<file path="config.mk">
export PLATFORM = sky130hd
export DESIGN_NAME = mbg_ram
export DESIGN_NICKNAME = d
export VERILOG_FILES = /design/src/mbg_ram.sv
export SDC_FILE = /design/constraint.sdc
export NUM_CORES = 1
export LEC_CHECK = 0
export BUFFER_PORTS_ARGS = -buffer_cell sky130_fd_sc_hd__buf_4
export CORE_MARGIN = 2
export CORE_UTILIZATION = 45
export DETAILED_ROUTE_END_ITERATION = 7
export PLACE_DENSITY = 0.62
export SYNTH_ARGS = -nofsm -noshare
export SYNTH_HDL_FRONTEND = slang
export SYNTH_SLANG_ARGS = --single-unit
</file>
<file path="constraint.sdc">
create_clock -name i_clk -period 1.81 [get_ports i_clk]
set_input_delay 0.362 -clock i_clk [delete_from_list [all_inputs] [get_ports i_clk]]
set_output_delay 0.362 -clock i_clk [all_outputs]
set_load 0.02 [all_outputs]
</file>
<file path="src/mbg_ram.sv">
// Generic single-write, single-read memory with registered read data.
// Used for the visited map and the path stack. Depends on nothing.
module mbg_ram #(
    parameter int   WIDTH = 1,
    parameter int   DEPTH = 16,
    localparam int  AW    = $clog2(DEPTH)
) (
    input  logic             i_clk,
    input  logic             i_we,
    input  logic [AW-1:0]    i_waddr,
    input  logic [WIDTH-1:0] i_wdata,
    input  logic             i_re,
    input  logic [AW-1:0]    i_raddr,
    output logic [WIDTH-1:0] o_rdata
);

    logic [WIDTH-1:0] r_mem [DEPTH];
    logic [WIDTH-1:0] r_rdata;

    always_ff @(posedge i_clk) begin
        if (i_we) begin
            r_mem[i_waddr] <= i_wdata;
        end
        if (i_re) begin
            r_rdata <= r_mem[i_raddr];
        end
    end

    assign o_rdata = r_rdata;

endmodule

</file>
==> impl_metrics.py, run 1 <==
metrics = {
    "critical_path": {
        "cp_common_cell": "mux2i_1",
        "critPathLaunch": "r_mem[4]",
        "worstPathMaxFanout": 1,
        "r2r_slack_ps": 450,
        "r2r_cells": 3,
        "crit_required_ps": 1850,
        "critPathCapture": "o_rdata",
        "regToRegStartpoint": "r_mem[4]",
        "start_kind": "flip-flop",
        "crit_path_cell_trace": "mux4_1, mux2i_1, mux2i_1",
        "max_stage_delay_ps": 490,
        "crit_arrival_ps": 1400,
        "r2r-end": "o_rdata",
        "path_class": "reg -> reg",
        "cp_slowest_cell": "mux4_1",
        "end_kind": "flip-flop",
    },
    "sta": {
        "max-slew-margin-rel": 0.868,
        "drv_slew": 0,
        "finalCritPeriodShare": 0.751,
        "setup_viol": 0,
        "worst_slew_pin_slew_ps": 196,
        "max_freq_ghz": 0.735,
        "fin_ws_ps": 450,
        "finalClockSkew_ps": 2.95,
        "setup_tns_ps": 0,
        "final-hold-violation-count": 0,
        "rsz0062_at_grt": "false",
        "min_period_ps": 1360,
    },
    "yosys": {
        "ys_types": 10,
        "synth_top_family_by_area": "multiplexers",
        "syn_nets": 59,
        "synth_area_um2": 756,
        "synthSimpleGateAreaFrac": 0.146,
        "ys.warnings.count": 0,
        "netlist_instances": 47,
        "synthXorXnorAreaFrac": 0,
        "yosys_register_bits": 17,
        "synth_compound_area_frac": 0,
        "muxShareOfSynthArea": 0.179,
        "synthAdderAreaFrac": 0,
        "yosysSeqAreaShare": 0.675,
        "syn_avg_cell_area_um2": 16.1,
    },
    "cells_and_area": {
        "drive_gt1_frac": 0.254,
        "design_area_um2": 892,
        "layout_commonest_cell": "edfxtp_1",
        "final_cell_mix": "17 x edfxtp_1, 12 x nor2_1, 12 x buf_4",
        "final_net_count": 76,
        "antenna_cells": 0,
        "area_growth_pct": 18.0,
        "utilization": 0.579,
    },
    "die": {
        "die_w_um": 45.0,
        "fp-row-count": 14,
        "coreArea_um2": 1540,
        "start_util": 0.490,
        "die-area_um2": 2020,
        "boundaryPins": 13,
        "die_height_um": 45.0,
    },
    "cts": {
        "clock_latency_ps": 290,
        "max-clock-path-buffers": 2,
        "clk_pin_slew_ps": 90,
        "clock-sinks": 17,
        "postCtsSetupBuffers": 0,
        "ctsHoldBuffers": 0,
        "numCtsBuffers": 3,
        "cts-resized-gates": 0,
        "htree_levels": 1,
        "cts_tree": "built",
        "cts-root-buf": "clkbuf_4",
    },
    "drt": {
        "dr_wl_met2_um": 523,
        "drt-total-wl_um": 1150,
        "drc_errors": 0,
        "maxUsedRoutingLayer": "met4",
        "wl_per_cell_um": 14.6,
        "drtIter0Drc": 15,
        "m1WireLength_um": 523,
        "via_per_inst": 5.51,
        "met3RoutedLength_um": 72,
        "vias": 435,
        "firstDrtPassIters": 4,
        "drtAntennaViolNets": 0,
    },
    "placement": {
        "pre_cts_slack_ps": 259,
        "gp_congestion": 0.708,
        "dpl_cell_area_um2": 866,
        "dpl.hpwl_um": 872,
        "portBuffers": 12,
    },
    "run": {
        "drv_cap": 0,
    },
    "status": {
        "status": "finished clean",
    },
    "global_routing": {
        "grt_pass1_wl_um": 1840,
        "antenna_found_initial": 0,
        "grt_overflow": 0,
        "first_global_vias": 432,
        "grt_usage": 0.138,
        "grt_max_degree": 17,
    },
    "worst_hold_path": {
        "min_path_type": "in -> reg",
    },
    "power_and_ir_drop": {
        "p_leak_uw": 0.000319,
        "power.density_nw_per_um2": 793,
        "report.power.total_uw": 708,
        "peakVddDrop_mv": 0.530,
    },
}
[worst max-delay path, delay by kind of cell (launching register included)]
kind / cells / cell delay [ps]
muxes: 3 / 730
DFF: 1 / 400
[synthesized netlist by cell type]
master / n / area (µm²)
edfxtp_1: 17 / 510
nor2_1: 12 / 45.0
mux4_1: 4 / 105
nor3_1: 4 / 20.0
mux2i_1: 3 / 30.0
nand2b_1: 2 / 12.5
nand3b_1: 2 / 15.0
nand2_1: 1 / 3.75
nand3_1: 1 / 5.00
or3b_2: 1 / 8.76
[where the power goes]
part	leakage, µW	switching [µW]	internal, µW
Combinational	0.000150	32.6	35.3
Sequential	0.000154	2.07	443
Clock	0.0000150	109	85.7
Total	0.000319	144	564
[cell families after synthesis]
logic type	count (synthesis)
mux	7
flops	17
simple gates	23
[per-stage QoR]
stage / std cells / hold slack (ps)
after detailed placement: 75 / 561
after floorplan: 47 / 461
after global routing: 79 / 255
after global placement: 75 / 559
after CTS: 79 / 263
final: 79 / 263
[registers in the layout, indices dropped and copies added, names as in the netlist]
| register | cells |
|---|---|
| r_mem | 16 |
| o_rdata | 1 |
[worst min-delay path by stage]
stage	startpoint	endpoint	depth (start not counted)
after floorplan	i_wdata	r_mem[0]	0
after global placement	i_re	o_rdata	1
after detailed placement	i_re	o_rdata	1
after CTS	i_re	o_rdata	1
after global routing	i_re	o_rdata	1
final	i_re	o_rdata	1
[final cells by class]
type | instances | area [µm²]
Fill cell | 128 | 649
Sequential cell | 17 | 510
Multi-Input combinational cell | 30 | 245
Timing Repair Buffer | 12 | 90.1
Clock buffer | 4 | 26.3
Tap cell | 16 | 20.0
[per-layer routing]
| layer | vias to the layer above | GRT usage |
|---|---|---|
| met1 | 198 | 0.170 |
| met5 | - | 0 |
| li1 | 218 | - |
| met2 | 15 | 0.214 |
| met4 | 0 | 0.0882 |
| met3 | 4 | 0.0360 |
Note: power is estimated with default switching activity, not from simulation.
==> inputs of run 2 (changes only) <==
--- a/config.mk
+++ b/config.mk
@@ -5,11 +5,12 @@
 export SDC_FILE = /design/constraint.sdc
 export NUM_CORES = 1
 export LEC_CHECK = 0
+export ABC_AREA = 1
 export BUFFER_PORTS_ARGS = -buffer_cell sky130_fd_sc_hd__buf_4
 export CORE_MARGIN = 2
 export CORE_UTILIZATION = 45
 export DETAILED_ROUTE_END_ITERATION = 7
-export PLACE_DENSITY = 0.62
+export PLACE_DENSITY = 0.61
 export SYNTH_ARGS = -nofsm -noshare
 export SYNTH_HDL_FRONTEND = slang
 export SYNTH_SLANG_ARGS = --single-unit
==> constraint.sdc (replaced) <==
create_clock -name i_clk -period 1.4 [get_ports i_clk]
set_input_delay 0.28 -clock i_clk [delete_from_list [all_inputs] [get_ports i_clk]]
set_output_delay 0.28 -clock i_clk [all_outputs]
set_load 0.02 [all_outputs]
==> impl_metrics.py, run 2 <==
metrics = {
    "status": {
        "status": "finished clean",
    },
    "cells_and_area": {
        "final_cells": 136,
        "final_net_count": 124,
        "top_register": "r_mem",
        "area_growth_pct": 15.9,
        "layout_commonest_cell": "nand2_1",
        "drive_gt1_frac": 0.180,
        "antenna_cells": 0,
        "largest_register_ffs": 16,
        "design_area_um2": 993,
        "final_cell_mix": "24 x nand2_1, 19 x inv_1, 17 x edfxtp_1",
    },
    "sta": {
        "min_period_ps": 1090,
        "max-slew-margin-rel": 0.850,
        "drv_slew": 0,
        "final-hold-violation-count": 0,
        "hold_slack_ps": 185,
        "setup_tns_ps": 0,
        "finalClockSkew_ps": 5.46,
        "rsz0062_at_grt": "false",
        "worst_slew_pin_slew_ps": 224,
        "max_freq_ghz": 0.921,
        "finalCritPeriodShare": 0.776,
        "setup_viol": 0,
    },
    "critical_path": {
        "worst-path-buf-inv": 1,
        "crit_required_ps": 1120,
        "path_class": "reg -> out",
        "crit_arrival_ps": 810,
        "crit_path_cell_trace": "buf_4",
        "max_stage_delay_ps": 360,
        "path_delay_family": "flip-flops",
        "worstPathMaxFanout": 1,
        "end_kind": "output pin",
        "cp_slowest_cell": "edfxtp_1",
        "start_kind": "flip-flop",
    },
    "cts": {
        "postCtsSetupBuffers": 0,
        "clock_latency_ps": 280,
        "numCtsBuffers": 3,
        "clk_pin_slew_ps": 90,
        "cts_tree": "built",
        "cts-resized-gates": 0,
        "clock-sinks": 17,
        "max-clock-path-buffers": 2,
        "cts-root-buf": "clkbuf_4",
        "ctsHoldBuffers": 0,
        "htree_levels": 1,
    },
    "global_routing": {
        "grt_max_degree": 17,
        "grt_usage": 0.157,
        "grt_pass1_wl_um": 2370,
        "grt_overflow": 0,
        "first_global_vias": 584,
        "antenna_found_initial": 0,
    },
    "yosys": {
        "synth.top_cell.area_share": 0.596,
        "yosysSeqAreaShare": 0.596,
        "async_flop_share": 0,
        "synth_flop_cell": "edfxtp_1",
        "ys.warnings.count": 0,
        "yosys_register_bits": 17,
        "netlist_instances": 96,
        "synth_edf_count": 17,
        "ys_types": 10,
        "synthTopCellsByArea": "edfxtp_1 60%, nand2_1 11%, inv_1 8.3%",
        "synth_top_cells_by_count": "24 x nand2_1, 19 x inv_1, 17 x edfxtp_1",
        "synth_area_um2": 857,
        "syn_nets": 108,
        "syn_avg_cell_area_um2": 8.93,
        "synth_top_cell_by_area": "edfxtp_1",
        "yosysMostFrequentCell": "nand2_1",
    },
    "power_and_ir_drop": {
        "peakVddDrop_mv": 0.598,
        "p_leak_uw": 0.000447,
        "power.density_nw_per_um2": 939,
    },
    "die": {
        "die_w_um": 47.6,
        "die-area_um2": 2270,
        "boundaryPins": 13,
        "coreArea_um2": 1760,
        "die_height_um": 47.6,
        "start_util": 0.486,
        "fp-row-count": 15,
    },
    "placement": {
        "dp_cells": 132,
        "dpl.hpwl_um": 1090,
        "dpl_cell_area_um2": 967,
        "portBuffers": 12,
        "gp_congestion": 0.689,
    },
    "drt": {
        "via_per_inst": 4.62,
        "drtIter0Drc": 9,
        "drt-total-wl_um": 1380,
        "wl_per_cell_um": 10.1,
        "drc_errors": 0,
        "drtAntennaViolNets": 0,
        "vias": 628,
        "firstDrtPassIters": 4,
    },
    "run": {
        "drv_cap": 0,
    },
    "worst_hold_path": {
        "min_path_type": "in -> reg",
    },
}
==> run 2: cell types whose count changed after synthesis, moves of 2 or more <==
cell,delta
nor2_1,-4
nand2_1,+23
nand3_1,+13
nand3b_1,-2
nor3_1,+4
mux2i_1,-3
mux4_1,-4
nand2_2,+3
inv_1,+19
nand2b_1,-2
==> run 2: cells by family after synthesis <==
| logic type | count (synthesis) | synth area share |
|---|---|---|
| flops | 17 | 0.596 |
| buf+inv | 22 | 0.114 |
| simple gates | 57 | 0.291 |
==> run 2: area by class of cell <==
class                   instances  area [µm²]
well taps                      25        31.3
flip-flops and latches         17         510
inverters                      21        86.3
fillers                       176         771
clock buffers                   4        26.3
multi-input cells              57         249
repair buffers                 12        90.1
==> run 2: path summary, 6_finish.rpt <==
check                 end      start  cells past startpoint  slack, ps
setup reg to reg  o_rdata   r_mem[6]                      6        380
hold reg to reg   o_rdata  r_mem[12]                      6        760
setup / recovery  o_rdata    o_rdata                      1        310
hold / removal    o_rdata       i_re                      1        180
==> run 2: where the power goes <==
group	leakage, µW	internal, µW	total (µW)	switching (µW)
clock network	0.0000150	111	249	138
registers	0.000154	572	575	2.71
logic	0.000277	43.8	109	65.2
==> run 2: layer usage <==
layer	wire, µm	track usage	share of wire	vias up
met2	654	0.243	0.48	14
met4	31	0.114	0.023	0
met3	66	0.0226	0.048	2
met1	624	0.200	0.45	275
li1	-	-	-	337
met5	0	0	0	-
==> run 2: per-stage QoR <==
| stage | worst slack (ps) | utilization | total power (µW) |
|---|---|---|---|
| after detailed placement | 276 | 0.548 | 697 |
| after global placement | 287 | 0.548 | 696 |
| after CTS | 307 | 0.563 | 938 |
| after global routing | 266 | 0.563 | 976 |
| after floorplan | 414 | - | 649 |
| final | 314 | 0.563 | 933 |
