## config.mk

```make
export PLATFORM = sky130hd
export DESIGN_NAME = mbg_nbr
export DESIGN_NICKNAME = d
export VERILOG_FILES = /design/src/mbg_pkg.sv /design/src/mbg_nbr.sv
export SDC_FILE = /design/constraint.sdc
export NUM_CORES = 1
export LEC_CHECK = 0
export BUFFER_PORTS_ARGS = -buffer_cell sky130_fd_sc_hd__buf_2
export CAP_MARGIN = 20
export CELL_PAD_IN_SITES_DETAIL_PLACEMENT = 1
export CELL_PAD_IN_SITES_GLOBAL_PLACEMENT = 1
export CORE_ASPECT_RATIO = 0.75
export CORE_UTILIZATION = 38
export DETAILED_ROUTE_END_ITERATION = 8
export GPL_ROUTABILITY_DRIVEN = 0
export GPL_TIMING_DRIVEN = 0
export PLACE_DENSITY = 0.93
export SYNTH_ARGS = -nofsm -noshare
export SYNTH_HDL_FRONTEND = slang
export SYNTH_SLANG_ARGS = --single-unit
```

## constraint.sdc

```tcl
create_clock -name vclk -period 3.15
set_input_delay 0.1575 -clock vclk [all_inputs]
set_output_delay 0.1575 -clock vclk [all_outputs]
set_load 0.01 [all_outputs]
```

## src/mbg_pkg.sv

```systemverilog
// Shared package for the maze backtracker generator: sizes, codes, types and
// small helper functions used by the top level and the neighbor unit.
// Depends on nothing.
package mbg_pkg;

    localparam int COORD_W     = 6;
    localparam int CELL_W      = 2 * COORD_W;
    localparam int MAX_GRID    = 63;
    localparam int GRID_LIM    = (MAX_GRID - 1) | 1;
    localparam int MIN_GRID    = 5;
    localparam int STACK_DEPTH = 1024;
    localparam int SPTR_W      = $clog2(STACK_DEPTH);
    localparam int CNT_W       = SPTR_W + 1;
    localparam int VIS_AW      = 2 * COORD_W;
    localparam int VIS_DEPTH   = 1 << VIS_AW;
    localparam int NUM_DIRS    = 4;
    localparam int DIR_CNT_W   = 3;
    localparam int CAND_CNT_W  = 3;
    localparam int CFG_IDX_W   = 2;
    localparam int CFG_DATA_W  = 6;
    localparam int RAND_W      = 8;

    typedef struct packed {
        logic [COORD_W-1:0] row;
        logic [COORD_W-1:0] col;
    } t_cell;

    typedef struct packed {
        logic  ok;
        t_cell pos;
    } t_nbr;

    typedef enum logic [1:0] {
        DIR_UP    = 2'd0,
        DIR_DOWN  = 2'd1,
        DIR_LEFT  = 2'd2,
        DIR_RIGHT = 2'd3
    } t_dir;

    typedef enum logic [CFG_IDX_W-1:0] {
        CFG_GRID_SIZE  = 2'd0,
        CFG_EXIT_AXIS  = 2'd1,
        CFG_EXIT_INDEX = 2'd2
    } t_cfg_idx;

    typedef enum logic {
        FUNC_STEP    = 1'b0,
        FUNC_RESTART = 1'b1
    } t_func;

    typedef enum logic {
        AXIS_BOTTOM = 1'b0,
        AXIS_RIGHT  = 1'b1
    } t_axis;

    typedef enum logic [2:0] {
        S_IDLE,
        S_CLEAR,
        S_SEED,
        S_SCAN,
        S_DECIDE,
        S_POPRD,
        S_OUT
    } t_state;

    // Effective grid side: forced odd, then clamped to the legal range.
    function automatic logic [COORD_W-1:0] size_now(input logic [COORD_W-1:0] gs);
        logic [COORD_W-1:0] n;
        n = gs | COORD_W'(1);
        if (n < COORD_W'(MIN_GRID)) n = COORD_W'(MIN_GRID);
        if (n > COORD_W'(GRID_LIM)) n = COORD_W'(GRID_LIM);
        return n;
    endfunction

    // Exit cell on the bottom row or right column.
    function automatic t_cell exit_cell(input logic [COORD_W-1:0] n,
                                        input logic               axis,
                                        input logic [COORD_W-1:0] idx);
        logic [COORD_W-1:0] e;
        t_cell              c;
        e = idx | COORD_W'(1);
        if (e > n - COORD_W'(2)) e = n - COORD_W'(2);
        if (axis == AXIS_BOTTOM) begin
            c.row = n - COORD_W'(1);
            c.col = e;
        end else begin
            c.row = e;
            c.col = n - COORD_W'(1);
        end
        return c;
    endfunction

    // rand mod count for a count of one to four. Division by three uses the
    // reciprocal 171/512, which is exact for all 8-bit values.
    function automatic logic [1:0] pick_index(input logic [RAND_W-1:0]     v,
                                              input logic [CAND_CNT_W-1:0] cnt);
        logic [2*RAND_W-1:0] prod;
        logic [RAND_W-2:0]   q;
        logic [RAND_W-1:0]   rem;
        logic [1:0]          res;
        prod = (2*RAND_W)'(v) * (2*RAND_W)'(171);
        q    = prod[2*RAND_W-1:9];
        rem  = v - ({q, 1'b0} + {1'b0, q});
        case (cnt)
            CAND_CNT_W'(2): res = {1'b0, v[0]};
            CAND_CNT_W'(3): res = rem[1:0];
            CAND_CNT_W'(4): res = v[1:0];
            default:        res = 2'd0;
        endcase
        return res;
    endfunction

endpackage

```

## src/mbg_nbr.sv

```systemverilog
// Neighbor unit: forms the neighbor of a cell in one direction and checks it
// against the grid bounds and the room (odd, odd) lattice. Depends on mbg_pkg.
module mbg_nbr (
    input  mbg_pkg::t_cell                i_cell,
    input  mbg_pkg::t_dir                 i_dir,
    input  logic                          i_near,
    input  logic [mbg_pkg::COORD_W-1:0]   i_size,
    output mbg_pkg::t_nbr                 o_nbr
);

    localparam int EW = mbg_pkg::COORD_W + 2;

    logic [EW-1:0] off;
    logic [EW-1:0] r_ext;
    logic [EW-1:0] c_ext;
    logic [EW-1:0] n_ext;
    logic [EW-1:0] nr;
    logic [EW-1:0] nc;

    always_comb begin
        off   = i_near ? EW'(1) : EW'(2);
        r_ext = EW'(i_cell.row);
        c_ext = EW'(i_cell.col);
        n_ext = EW'(i_size);
        nr    = r_ext;
        nc    = c_ext;
        case (i_dir)
            mbg_pkg::DIR_UP:    nr = r_ext - off;
            mbg_pkg::DIR_DOWN:  nr = r_ext + off;
            mbg_pkg::DIR_LEFT:  nc = c_ext - off;
            mbg_pkg::DIR_RIGHT: nc = c_ext + off;
            default:            nr = r_ext;
        endcase
        // A step below zero wraps and sets the top bit.
        o_nbr.ok = !nr[EW-1] && !nc[EW-1] && (nr < n_ext) && (nc < n_ext)
                   && nr[0] && nc[0];
        o_nbr.pos.row = nr[mbg_pkg::COORD_W-1:0];
        o_nbr.pos.col = nc[mbg_pkg::COORD_W-1:0];
    end

endmodule

```

==> impl_metrics.py, run 1 <==
metrics = {
    "status": {
        "status": "finished, final reports clean",
    },
    "die": {
        "rows": 13,
        "fp.dieH_um": 41.3,
        "coreArea_um2": 1820,
        "fp.dieArea_um2": 2240,
        "die_w_um": 54.3,
        "start_util_pct": 42.9,
        "ios": 34,
    },
    "timing": {
        "hold_viol": 0,
        "rsz0062_at_grt": "false",
        "fin_tns_setup_ps": 0,
        "relSlewSlack_pct": 65.9,
        "period_minus_slack_ps": 2900,
        "fin_ws_ps": 249,
        "min_period_over_period_pct": 92.1,
        "fmax_ghz": 0.345,
        "finalSetupViolCount": 0,
        "tightest_slew_ps": 511,
        "drv_slew": 0,
    },
    "route": {
        "wl_met2_um": 1230,
        "wl_met3_um": 93,
        "vias_per_cell": 5.55,
        "drt_first_pass_iters": 4,
        "route.detailed.drc": 0,
        "routedWlPerCell_um": 14.7,
        "dr.max_layer_used": "met3",
        "drt_iter0_drc": 1,
        "antenna_left": 0,
        "vias": 877,
        "routed_wl_um": 2320,
        "met1_length_um": 1010,
    },
    "setup_path": {
        "arrival_ps": 2740,
        "cp-startpoint": "i_near",
        "crit_path_start_kind": "input pin",
        "cp-end-kind": "output port",
        "crit_path_max_fanout": 10,
        "critical_path_class": "in -> out",
        "crit_required_ps": 2990,
    },
    "synth": {
        "yosysTopAreaCellShare_pct": 28.8,
        "ys_types": 28,
        "synthCells": 103,
        "yosysTopAreaCell": "ha_1",
        "synth_area_leaders": "ha_1, fa_1, xnor2_1",
        "synth_area_um2": 781,
        "postSynthAreaPerCell_um2": 7.58,
        "synth_nets": 146,
        "synth.yosys.seq_area_share_pct": 0,
        "synth_warnings": 0,
    },
    "final_layout": {
        "fillCellCount": 248,
        "multi_input_area_um2": 727,
        "design_area_um2": 982,
        "area.sequential_um2": 0,
        "final_nets": 181,
        "antennaDiodeCount": 0,
        "clock_buffers": 0,
        "syn2layout_area_growth_pct": 25.8,
        "final_util_pct": 53.9,
        "drive_above_1_share_pct": 25.0,
        "seq_cell_count": 0,
    },
    "worst_hold_path": {
        "hold_start": "i_cell[11]",
        "hold_class": "in -> out",
    },
    "global_routing": {
        "grt_max_degree": 11,
        "grt_pass1_vias": 872,
        "grt_pass1_wl_um": 3700,
        "grt.total_usage_pct": 23.2,
        "overflow": 0,
        "antenna_found_initial": 0,
    },
    "pwr": {
        "p_int_mw": 0.0645,
        "power.share.clock_pct": 0,
        "p_seq_share_pct": 0,
        "leakage_nw": 0.504,
        "ir_drop_mv": 0.0760,
        "power_per_cell_area_nw_per_um2": 153,
        "p_comb_share_pct": 100.0,
        "power_switching_mw": 0.0858,
        "power.total_mw": 0.150,
        "p_sw_share_pct": 57.1,
    },
    "placement": {
        "portBuffers": 33,
        "hpwl_um": 2140,
        "dpl_cell_area_um2": 973,
        "pre_cts_ws_ps": 206,
    },
    "flow_run": {
        "max_cap_violations": 0,
    },
}
==> timing repair <==
item / CTS / global route
resized for setup: 0 / 2
endpoints found under the setup margin: 0 / 1
buffers inserted: 0 / 0
hold buffers: 0 / 0
==> power groups by stage <==
stage               Sequential [mW]  Clock, mW  Combinational, mW
finish                            0          0              0.150
global route                      0          0              0.167
CTS                               0          0              0.150
detailed placement                0          0              0.150
global placement                  0          0              0.138
floorplan                         0          0             0.0871
==> cell type report <==
class,count,area share [%]
inverters,14,5.35
repair buffers,33,17.1
multi-input cells,87,74.0
plain buffers,2,0.764
well taps,22,2.80
==> Yosys cell counts <==
cell       instances
nor4_1             2
inv_1             14
nor2_1             9
or3_1              1
and4_1             1
nand2_1            7
nand3_1            4
nor3_1             2
mux2i_1            4
a211oi_1           1
ha_1              18
clkbuf_1           2
o21bai_1           2
nor4b_1            1
a21oi_1            6
or4_1              2
nand2b_1           1
nand4_1            3
o22ai_1            1
or4b_1             2
xnor2_1            7
o2111ai_1          2
nor4bb_1           1
o21ai_0            2
fa_1               4
o211ai_1           1
o21a_1             2
xor2_1             1
==> cells in the final DEF, fill, tap and decap left out <==
cell / count
buf_2: 32
ha_1: 18
inv_1: 14
nor2_1: 9
xnor2_1: 7
nand2_1: 7
a21oi_1: 6
mux2i_1: 4
nand3_1: 4
fa_1: 4
nand4_1: 3
clkbuf_1: 2
or4b_1: 2
o21ai_0: 2
o21bai_1: 2
nor3_1: 2
nor4_1: 2
or4_1: 2
o21a_1: 2
o2111ai_1: 2
nor4bb_2: 1
o211ai_1: 1
nor4b_1: 1
or3_1: 1
xor2_1: 1
a211oi_1: 1
and4_1: 1
o22ai_1: 1
nand2b_1: 1
clkbuf_4: 1
==> cells by family after synthesis <==
group,synth area share (%)
AOI/OAI and AO/OA,13.9
xor gates and xnor gates,8.97
adders and majority gates,39.1
buffers and inverters,7.69
muxes,5.13
and+or+nand+nor,25.2
==> critical path, stage by stage <==
cell and delay, ps:
clkbuf_4 200, ha_1 190, inv_1 50, fa_1 380
or4b_1 500, nor2_1 120, a21oi_1 60, xnor2_1 220
ha_1 290, nand3_1 90, nand4_1 90, nor4_1 220
buf_2 170
==> layer usage <==
metal,vias to the layer above,global-route usage [%]
li1,440,-
met1,416,26.6
met5,-,0
met3,0,0
met4,0,0
met2,21,50.9
==> worst paths after layout <==
| path | end | cells past startpoint |
|---|---|---|
| max | o_nbr[12] | 13 |
| min | o_nbr[11] | 3 |
==> stage by stage <==
stage	hold slack (ps)	cells
after floorplan	409	103
after global placement	647	158
after detailed placement	660	158
after CTS	661	158
after global routing	689	158
final	654	158
Power figures use the tool's default switching activity.
==> run 2: changes to the inputs <==
--- a/config.mk
+++ b/config.mk
@@ -16,3 +16,3 @@
 export GPL_TIMING_DRIVEN = 0
-export PLACE_DENSITY = 0.93
+export PLACE_DENSITY_LB_ADDON = 0.05
 export SYNTH_ARGS = -nofsm -noshare
==> constraint.sdc (replaced) <==
create_clock -name vclk -period 3.15
set_input_delay 0.63 -clock vclk [all_inputs]
set_output_delay 0.63 -clock vclk [all_outputs]
set_load 0.01 [all_outputs]
==> impl_metrics.py, run 2 (same netlist as run 1, synthesis figures left out) <==
metrics = {
    "global_routing": {
        "grt_max_degree": 11,
        "antenna_found_initial": 0,
        "grt_pass1_wl_um": 3640,
        "overflow": 0,
        "grt.total_usage_pct": 22.9,
        "grt_pass1_vias": 787,
    },
    "timing": {
        "period_minus_slack_ps": 3720,
        "hold_viol": 0,
        "fmax_ghz": 0.269,
        "drv_slew": 0,
        "finalSetupViolCount": 1,
        "rsz0062_at_grt": "true",
        "relSlewSlack_pct": 70.1,
        "fin_tns_setup_ps": -569,
        "min_period_over_period_pct": 118,
        "tightest_slew_ps": 448,
        "fin_ws_ps": -569,
    },
    "final_layout": {
        "drive_above_1_share_pct": 48.6,
        "syn2layout_area_growth_pct": 55.9,
        "final_nets": 187,
        "final_common_cell": "buf_2",
        "seq_cell_count": 0,
        "final_util_pct": 66.8,
        "final_cell_mix": "buf_2, ha_1, inv_1",
        "area.sequential_um2": 0,
        "design_area_um2": 1220,
        "clock_buffers": 0,
        "antennaDiodeCount": 0,
    },
    "pwr": {
        "power.total_mw": 0.206,
        "power_per_cell_area_nw_per_um2": 169,
        "ir_drop_mv": 0.103,
        "leakage_nw": 0.587,
    },
    "setup_path": {
        "crit_path_max_fanout": 10,
        "cp-end-kind": "output port",
        "arrival_ps": 3090,
        "critical_path_class": "in -> out",
        "crit_required_ps": 2520,
        "crit_path_start_kind": "input pin",
    },
    "status": {
        "violations": "setup timing",
        "status": "complete, but fails checks",
    },
    "worst_hold_path": {
        "hold_depth": 3,
        "hold_class": "in -> out",
    },
    "route": {
        "vias_per_cell": 5.85,
        "routed_wl_um": 3390,
        "antenna_left": 0,
        "route.detailed.drc": 0,
        "vias": 960,
        "drt_iter0_drc": 8,
        "drt_first_pass_iters": 4,
        "routedWlPerCell_um": 20.6,
    },
    "die": {
        "rows": 13,
        "fp.dieH_um": 41.3,
        "ios": 34,
        "start_util_pct": 42.9,
        "coreArea_um2": 1820,
        "fp.dieArea_um2": 2240,
        "die_w_um": 54.3,
    },
    "placement": {
        "dpl_cell_area_um2": 1030,
        "pre_cts_ws_ps": -836,
        "portBuffers": 33,
        "hpwl_um": 2050,
    },
    "clock_network": {
        "hold_buffers": 0,
    },
    "flow_run": {
        "max_cap_violations": 0,
    },
}
==> run 2: path summary, 6_finish.rpt <==
check	start	end	slack [ps]
max	i_near	o_nbr[12]	-570
min	i_cell[11]	o_nbr[11]	1620
==> run 2: final cells by class <==
class	count	area, um2
Tap cell	22	27.5
Fill cell	219	604
Inverter	14	65.1
Multi-Input combinational cell	87	876
Timing Repair Buffer	39	240
Buffer	2	8.76
==> run 2: through the flow <==
| step | hold slack [ps] | cells |
|---|---|---|
| CTS | 1600 | 159 |
| finish | 1620 | 164 |
| detailed placement | 1600 | 158 |
| floorplan | 1330 | 103 |
| global route | 1650 | 164 |
| global placement | 1590 | 158 |
==> run 2: per-layer routing <==
layer | vias up | track usage, % | share of wire, %
li1 | 452 | - | -
met2 | 36 | 43.6 | 49
met5 | - | 0 | 0
met3 | 15 | 0 | 3.0
met4 | 0 | 0 | 3.5
met1 | 457 | 30.9 | 44
==> run 2: timing repair <==
action	in CTS	in global routing
setup buffers	1	5
hold endpoints to repair	0	0
pin swaps	15	14
setup endpoints to repair	2	1
gates resized for setup	18	19
==> run 2: critical path, stage by stage <==
cell      delay, ps
buf_12          120
ha_2            210
inv_1            70
fa_2            380
nor4bb_4        320
a21oi_2         110
xnor2_2         160
ha_2            190
a211oi_2        210
nand4_1         220
nor4_4          300
buf_2           160
==> run 2: power breakdown <==
group | leakage, nW | total [mW] | internal, mW | switching, mW
Sequential | 0 | 0 | 0 | 0
Clock | 0 | 0 | 0 | 0
Combinational | 0.587 | 0.206 | 0.0897 | 0.116
